`src/rtl/priority_edf_task_selector_macros.svh`:
```
// Assertion macros shared by the priority task selector RTL.
// Standalone header; no dependencies.
`ifndef PRIORITY_EDF_TASK_SELECTOR_MACROS_SVH
`define PRIORITY_EDF_TASK_SELECTOR_MACROS_SVH

// Same-cycle implication, disabled while reset is asserted.
`define PETS_ASSERT_IMP(label, clk, rst_n, ante, cons, msg) \
  label: assert property (@(posedge clk) disable iff (!rst_n) (ante) |-> (cons)) \
    else $error(msg);

// Next-cycle implication, disabled while reset is asserted.
`define PETS_ASSERT_NXT(label, clk, rst_n, ante, cons, msg) \
  label: assert property (@(posedge clk) disable iff (!rst_n) (ante) |=> (cons)) \
    else $error(msg);

`endif

```
`src/rtl/pets_pkg.sv`:
```
// Types and constants for the priority task selector with deadline tie break.
// No dependencies; used by priority_edf_task_selector.
`timescale 1ns / 1ps
`default_nettype none

package pets_pkg;

  localparam int unsigned SlotCountDef = 16;
  localparam int unsigned PrioBitsDef  = 8;
  localparam logic [31:0] DeadlineNone = 32'hFFFF_FFFF;

  typedef enum logic [2:0] {
    MODE_CREATE    = 3'd0,
    MODE_DELETE    = 3'd1,
    MODE_ACTIVATE  = 3'd2,
    MODE_COMPLETE  = 3'd3,
    MODE_PICK      = 3'd4,
    MODE_SET_DL    = 3'd5,
    MODE_SET_BOOST = 3'd6
  } mode_e;

  typedef enum logic [1:0] {
    STS_OK     = 2'd0,
    STS_BAD_ID = 2'd1,
    STS_FULL   = 2'd2,
    STS_NONE   = 2'd3
  } status_e;

  typedef enum logic [1:0] {
    PH_CREATED   = 2'd0,
    PH_READY     = 2'd1,
    PH_COMPLETED = 2'd2
  } phase_e;

  typedef enum logic [1:0] {
    S_IDLE = 2'd0,
    S_EXEC = 2'd1,
    S_SCAN = 2'd2
  } state_e;

  typedef struct packed {
    mode_e       mode;
    logic [4:0]  task_id;
    logic [7:0]  priority_req;
    logic [31:0] deadline;
  } cmd_t;

  typedef struct packed {
    status_e     status;
    logic [3:0]  result_id;
    logic        found;
    logic [7:0]  chosen_priority;
    logic [31:0] chosen_deadline;
    logic [31:0] decisions_made;
  } res_t;

endpackage

`default_nettype wire

```
`src/rtl/priority_edf_task_selector.sv`:
```
// Priority task selector: task table, single-slot operations and a sequential
// pick-next / create scan. Depends on pets_pkg and the assertion macro header.
`timescale 1ns / 1ps
`default_nettype none
`include "priority_edf_task_selector_macros.svh"

// Delete, activate, complete, set deadline, set boost and an invalid mode run through the
// EXEC state and strobe done_o from a register; create scans one slot per cycle up to the
// first free slot and pick next always scans every slot, bounded by the one slot read port
// and the shared priority/deadline comparator. busy drops in the strobe cycle, so a new
// transaction can be accepted while done_o is high; the receiver cannot stall results.
// Reset clears the whole table and the decision counter at once.
module priority_edf_task_selector
  import pets_pkg::*;
#(
  parameter int unsigned SLOT_COUNT = SlotCountDef,
  parameter int unsigned PRIO_BITS  = PrioBitsDef
) (
  input  wire  clk_i,
  input  wire  rst_ni,
  input  wire  start,
  input  cmd_t cmd_i,
  output logic busy,
  output logic done_o,
  output res_t result_o
);

  localparam int unsigned IdxW  = (SLOT_COUNT > 1) ? $clog2(SLOT_COUNT) : 1;
  localparam int unsigned PrioW = (PRIO_BITS < 8) ? PRIO_BITS : 8;
  localparam logic [IdxW-1:0] LastIdx = IdxW'(SLOT_COUNT - 1);

  typedef struct packed {
    logic             used;
    phase_e           phase;
    logic [PrioW-1:0] base;
    logic [PrioW-1:0] boost;
    logic [31:0]      deadline;
  } slot_t;

  slot_t            slots_q [SLOT_COUNT];
  state_e           state_q, state_d;
  cmd_t             cmd_q, cmd_d;
  logic             id_ok_q, id_ok_d;
  logic [IdxW-1:0]  idx_q, idx_d;
  logic             have_q, have_d;
  logic [PrioW-1:0] bp_q, bp_d;
  logic [31:0]      bd_q, bd_d;
  logic [IdxW-1:0]  best_q, best_d;
  logic [31:0]      cnt_q, cnt_d;
  res_t             res_q, res_d;
  logic             done_q, done_d;

  slot_t            rd;
  slot_t            wd;
  logic             slot_we;
  logic [PrioW-1:0] prio;
  logic [PrioW-1:0] eff;
  logic             cand;
  logic             better;
  logic             last;
  logic             accept;

  assign accept = start && (state_q == S_IDLE);
  assign rd     = slots_q[idx_q];
  assign prio   = cmd_q.priority_req[PrioW-1:0];
  assign last   = (idx_q == LastIdx);
  assign eff    = (rd.boost > rd.base) ? rd.boost : rd.base;
  assign cand   = rd.used && (rd.phase == PH_READY);
  // The single shared comparator: higher priority wins, then strictly earlier deadline.
  assign better = cand && ((eff > bp_q) || ((eff == bp_q) && (rd.deadline < bd_q)));

  // Next-state logic.
  always_comb begin
    state_d = state_q;
    unique case (state_q)
      S_IDLE: begin
        if (accept) begin
          if (cmd_i.mode == MODE_CREATE || cmd_i.mode == MODE_PICK) begin
            state_d = S_SCAN;
          end else begin
            state_d = S_EXEC;
          end
        end
      end
      S_EXEC: state_d = S_IDLE;
      S_SCAN: begin
        if (last || (cmd_q.mode == MODE_CREATE && !rd.used)) begin
          state_d = S_IDLE;
        end
      end
      default: state_d = S_IDLE;
    endcase
  end

  // Datapath and output logic.
  always_comb begin
    cmd_d   = cmd_q;
    id_ok_d = id_ok_q;
    idx_d   = idx_q;
    have_d  = have_q;
    bp_d    = bp_q;
    bd_d    = bd_q;
    best_d  = best_q;
    cnt_d   = cnt_q;
    slot_we = 1'b0;
    wd      = rd;
    done_d  = 1'b0;
    res_d   = '0;
    res_d.status         = STS_OK;
    res_d.decisions_made = cnt_q;

    unique case (state_q)
      S_IDLE: begin
        if (accept) begin
          cmd_d   = cmd_i;
          id_ok_d = (32'(cmd_i.task_id) < SLOT_COUNT);
          have_d  = 1'b0;
          bp_d    = '0;
          bd_d    = DeadlineNone;
          best_d  = '0;
          if (cmd_i.mode == MODE_CREATE || cmd_i.mode == MODE_PICK) begin
            idx_d = '0;
          end else begin
            idx_d = cmd_i.task_id[IdxW-1:0];
          end
        end
      end

      S_EXEC: begin
        done_d = 1'b1;
        if (!id_ok_q) begin
          res_d.status = STS_BAD_ID;
        end else begin
          case (cmd_q.mode)
            MODE_DELETE: begin
              slot_we = 1'b1;
              wd      = '0;
            end
            MODE_ACTIVATE: begin
              if (!rd.used) begin
                res_d.status = STS_NONE;
              end else if (rd.phase == PH_CREATED || rd.phase == PH_COMPLETED) begin
                slot_we  = 1'b1;
                wd.phase = PH_READY;
              end
            end
            MODE_COMPLETE: begin
              slot_we  = 1'b1;
              wd.phase = PH_COMPLETED;
            end
            MODE_SET_DL: begin
              slot_we     = 1'b1;
              wd.deadline = cmd_q.deadline;
            end
            MODE_SET_BOOST: begin
              slot_we  = 1'b1;
              wd.boost = prio;
            end
            default: res_d.status = STS_BAD_ID;
          endcase
        end
      end

      S_SCAN: begin
        if (cmd_q.mode == MODE_CREATE) begin
          if (!rd.used) begin
            slot_we           = 1'b1;
            wd.used           = 1'b1;
            wd.phase          = PH_CREATED;
            wd.base           = prio;
            wd.boost          = prio;
            wd.deadline       = cmd_q.deadline;
            done_d            = 1'b1;
            res_d.result_id   = 4'(idx_q);
          end else if (last) begin
            done_d       = 1'b1;
            res_d.status = STS_FULL;
          end else begin
            idx_d = idx_q + IdxW'(1);
          end
        end else begin
          if (better) begin
            have_d = 1'b1;
            bp_d   = eff;
            bd_d   = rd.deadline;
            best_d = idx_q;
          end
          if (last) begin
            done_d               = 1'b1;
            cnt_d                = cnt_q + 32'd1;
            res_d.decisions_made = cnt_q + 32'd1;
            if (have_d) begin
              res_d.found           = 1'b1;
              res_d.result_id       = 4'(best_d);
              res_d.chosen_priority = 8'(bp_d);
              res_d.chosen_deadline = bd_d;
            end else begin
              res_d.status = STS_NONE;
            end
          end else begin
            idx_d = idx_q + IdxW'(1);
          end
        end
      end

      default: ;
    endcase
  end

  always_ff @(posedge clk_i or negedge rst_ni) begin
    if (!rst_ni) begin
      state_q <= S_IDLE;
      id_ok_q <= 1'b0;
      idx_q   <= '0;
      have_q  <= 1'b0;
      bp_q    <= '0;
      bd_q    <= DeadlineNone;
      best_q  <= '0;
      cnt_q   <= '0;
      done_q  <= 1'b0;
      for (int unsigned i = 0; i < SLOT_COUNT; i++) begin
        slots_q[i] <= '0;
      end
    end else begin
      state_q <= state_d;
      id_ok_q <= id_ok_d;
      idx_q   <= idx_d;
      have_q  <= have_d;
      bp_q    <= bp_d;
      bd_q    <= bd_d;
      best_q  <= best_d;
      cnt_q   <= cnt_d;
      done_q  <= done_d;
      if (slot_we) begin
        slots_q[idx_q] <= wd;
      end
    end
  end

  // Command and result payload registers.
  always_ff @(posedge clk_i) begin
    cmd_q <= cmd_d;
    res_q <= res_d;
  end

  assign busy     = (state_q != S_IDLE);
  assign done_o   = done_q;
  assign result_o = res_q;

  `PETS_ASSERT_IMP(a_done_follows_work, clk_i, rst_ni, done_q, $past(busy),
    "result strobe without a preceding working cycle")
  `PETS_ASSERT_NXT(a_accept_goes_busy, clk_i, rst_ni, start && !busy, busy,
    "accepted transaction did not start work")
  `PETS_ASSERT_IMP(a_found_is_ok, clk_i, rst_ni, done_q && res_q.found,
    res_q.status == STS_OK, "pick reported a task with a failing status")
  `PETS_ASSERT_IMP(a_scan_in_range, clk_i, rst_ni, state_q == S_SCAN,
    32'(idx_q) < SLOT_COUNT, "scan index ran past the table")
  `PETS_ASSERT_IMP(a_counter_on_pick, clk_i, rst_ni, !$stable(cnt_q),
    done_q && (cmd_q.mode == MODE_PICK), "decision counter moved without a pick")

endmodule

`default_nettype wire
```
`config.mk`:
```
export PLATFORM = sky130hd
export DESIGN_NAME = priority_edf_task_selector
export DESIGN_NICKNAME = d
export VERILOG_FILES = /design/src/rtl/pets_pkg.sv /design/src/rtl/priority_edf_task_selector.sv
export VERILOG_INCLUDE_DIRS = /design/src /design/src/rtl
export SDC_FILE = /design/constraint.sdc
export NUM_CORES = 2
export LEC_CHECK = 0
export ABC_AREA = 1
export BUFFER_PORTS_ARGS = -buffer_cell sky130_fd_sc_hd__buf_2
export CORE_MARGIN = 3
export CORE_UTILIZATION = 44
export CTS_CLUSTER_DIAMETER = 200
export DETAILED_ROUTE_END_ITERATION = 8
export PLACE_DENSITY = 0.61
export SETUP_SLACK_MARGIN = 0.15
export SLEW_MARGIN = 20
export SYNTH_ARGS = -nofsm -noshare
export SYNTH_HDL_FRONTEND = slang
export SYNTH_SLANG_ARGS = --single-unit
```
`constraint.sdc`:
```
create_clock -name clk_i -period 4.7 [get_ports clk_i]
set_clock_uncertainty 0.05 [all_clocks]
set_input_delay 0.705 -clock clk_i [delete_from_list [all_inputs] [get_ports clk_i]]
set_output_delay 0.705 -clock clk_i [all_outputs]
set_load 0.02 [all_outputs]
```
==> results_dict.tcl <==
set metrics [dict create \
    fp.dieH_um 332 \
    synth_most_common_cell "nand2_1" \
    drt_iter0_markers 4013 \
    area_growth_pct 18.3 \
    cts_max_path_buffers 3 \
    setup_viol 90 \
    grt_max_degree 130 \
    cts_buffers 104 \
    grt_pass1_wl_um 228000 \
    detailed_place_hpwl_um 90700 \
    arrival_ns 5.41 \
    synth_edf_count 43 \
    routabilityCongestion 0.863 \
    first_pass_iters 6 \
    vias 39900 \
    max-cap-violations 0 \
    rsz0062_at_grt "true" \
    wl_um 150000 \
    io_buffer_count 131 \
    stdcell_count 7237 \
    violations "setup timing" \
    dp.cells 6993 \
    crit_type "reg2reg" \
    cellLeakagePower_nw 25.5 \
    ios 132 \
    syn_area_um2 46700 \
    antenna_found_initial 0 \
    final_nets 5877 \
    yosysUniqueCellTypes 55 \
    slew_headroom_pct 45.2 \
    worst_slack_ns -0.193 \
    hold_violations 0 \
    synth_async_sr_flop_share_pct 88.1 \
    hold_path.class "in2reg" \
    ant_nets 0 \
    worstRegToRegCells 27 \
    initial_utilization_pct 44.7 \
    synth_area_leaders "dfrtp_1, nand2_1, o21ai_0" \
    start_kind "flop" \
    syn_nets 5720 \
    h-tree-depth 3 \
    slew_viol_final 0 \
    critical_path_required_ns 5.22 \
    clk_pin_slew_ns 0.07 \
    syn_inst 5614 \
    grt_overflow 0 \
    diodes 0 \
    grt_pass1_vias 37900 \
    dp_slack_ns -0.264 \
    synth.avg_cell_area_um2 8.31 \
    power.density_nw_per_um2 609 \
    min_period_over_period_pct 104 \
    grt.total_usage_pct 26.3 \
    routed_via_density 5.51 \
    cts_tree "built" \
    synth_top_flop_cell "dfrtp_1" \
    synth_top_area_share_pct 46.6 \
    dieArea_um2 110000 \
    drcViolationCount 0 \
    min_period_ns 4.89 \
    synth_top_area_cell "dfrtp_1" \
    endpoint_kind "flop" \
    clock_latency_ns 0.68 \
    yosysWarnings 0 \
    fillCellCount 9664 \
    ys_seq_area_share_pct 54.5 \
    cp_max_fo 7 \
    core-area_um2 104000 \
    ir_drop_mv 0.604 \
    cts-root-buf "clkbuf_16" \
    die_w_um 332 \
    row_count 118 \
    cts_num_sinks 1023 \
    hold-path-cell-count 1 \
    wl_per_cell_um 20.8 \
    ys_ff_latch 1023 \
    outcome "finished, violations left" \
    worst_pin_slew_ns 0.822 \
    layout-drive-gt1-share_pct 14.9 \
    ys_top_cells_by_count "nand2_1, o21ai_0, dfrtp_1" \
    fmax_ghz 0.204 \
]
## final cells by class
type | instances | area (um2) | share of cell area, %
sequential | 1023 | 25500 | 46.1
multi-input combinational | 3795 | 18700 | 33.8
timing repair buffer | 452 | 4480 | 8.10
clock buffer | 157 | 3030 | 5.49
tap | 1380 | 1730 | 3.13
inverter | 394 | 1520 | 2.76
clock inverter | 35 | 309 | 0.560
timing repair inverter | 1 | 16.3 | 0.0295
## logic make-up (layout without fill, tap and decap cells)
group           after synthesis  count (layout)  synth area share (%)
xor+xnor                     55              55                  1.03
compound gates             1613            1613                  18.0
flops                      1023            1023                  54.5
buf+inv                     798            1039                  7.24
fa+ha+maj                    55              55                  1.47
simple gates               2070            2072                  17.7
## routing by layer
| metal | GRT usage (%) | vias to the layer above | part of all wire, % |
|---|---|---|---|
| met3 | 2.89 | 313 | 5.9 |
| met1 | 36.1 | 19400 | 43 |
| met5 | 0 | - | 0 |
| li1 | - | 18700 | - |
| met2 | 42.3 | 1404 | 46 |
| met4 | 11.3 | 0 | 4.8 |
## sequential cells by signal, summed over array words and instances, names as in the netlist, 8 cells and up
register	flops
result_o	79
prio	8
bp_q	8
bd_q	32
slots_q	816
cmd_q	35
cnt_q	32
## stage by stage
| step | setup TNS, ns | hold slack, ns | instance area, um2 | power (mW) | utilization, % |
|---|---|---|---|---|---|
| global placement | -4.22 | 0.398 | 50300 | 23.4 | 48.2 |
| CTS | -3.84 | 0.102 | 54200 | 32.4 | 51.9 |
| finish | -12.33 | 0.147 | 55200 | 33.6 | 52.9 |
| floorplan | 0 | 0.359 | 46900 | 18.2 | - |
| detailed placement | -14.27 | 0.403 | 50300 | 23.5 | 48.2 |
| global route | -24.18 | 0.120 | 55200 | 35.4 | 52.9 |
## report_power, final
group	internal [mW]	switching, mW
clock	4.62	3.56
combinational	5.37	9.95
sequential	9.70	0.431
total	19.7	13.9
## what timing repair did
item	4_1_cts	5_1_grt
endpoints found under the setup margin	92	130
pin swaps	6	45
gates cloned	7	18
setup buffers	15	11
endpoints found under the hold margin	56	0
hold buffers	1	0
gates resized for setup	57	178
## cell usage in the layout (no fill, tap or decap), types with 8 or more instances in the layout
cell type  synthesis  final
nand2_1         1547   1517
o21ai_0          994    924
dfrtp_1          869    867
inv_1            370    352
nor2_1           354    333
o21ai_1          211    230
a21oi_1          231    224
buf_4             19    206
o22ai_1          135    135
buf_2             87    130
clkbuf_16          0    116
dfxtp_1           79     79
buf_12             0     70
nand3_1           62     61
o21ai_2            7     47
ha_1              55     45
nand4_1           44     44
edfxtp_1          43     43
xor2_1            32     32
dfstp_2           32     32
clkbuf_1         256     31
clkinv_2           1     28
inv_2             20     27
xnor2_1           23     23
nand2_2           10     22
clkbuf_8           0     21
nor2_4             5     19
nor2_2            12     19
buf_6             27     19
nand2_4            2     18
o21ai_4            0     11
a22oi_1            9      9
ha_4               0      9
a21oi_2            1      8
buf_16             0      8
## critical path, cell delays in order, from the launching register on
cell and delay [ns]:
dfrtp_4 0.48, buf_6 0.16, buf_8 0.14, clkbuf_16 0.17, a21oi_2 0.05, o21ai_1 0.07
a21oi_1 0.08, or4_4 0.58, ha_4 0.28, a21oi_2 0.16, nor2_2 0.06, a211oi_2 0.22
a32oi_4 0.13, buf_6 0.18, o21ai_4 0.19, ha_4 0.23, inv_4 0.07, nor2_2 0.03
nor2_1 0.12, o21ai_1 0.09, a211oi_2 0.31, nor4_4 0.07, buf_4 0.17, nand2_8 0.16
nand2_8 0.10, nand2_4 0.18, buf_6 0.19, nor2_1 0.06
## path summary, 6_finish.rpt
path                                          start                        to  slack (ns)
min                                       cmd_i[21]       cmd_q[21]$_DFFE_PP_        0.15
max reg2reg                    idx_q[0]$_DFFE_PN0P_   result_o[49]$_SDFF_PP0_       -0.19
min in group asynchronous                    rst_ni  slots_q[298]$_DFFE_PN0P_        0.58
min reg2reg                slots_q[424]$_DFFE_PN0P_  slots_q[424]$_DFFE_PN0P_        0.42
max                            idx_q[0]$_DFFE_PN0P_   result_o[49]$_SDFF_PP0_       -0.19
max in group asynchronous                    rst_ni  slots_q[619]$_DFFE_PN0P_        2.83
No activity file was read; power rests on OpenSTA's default activity.
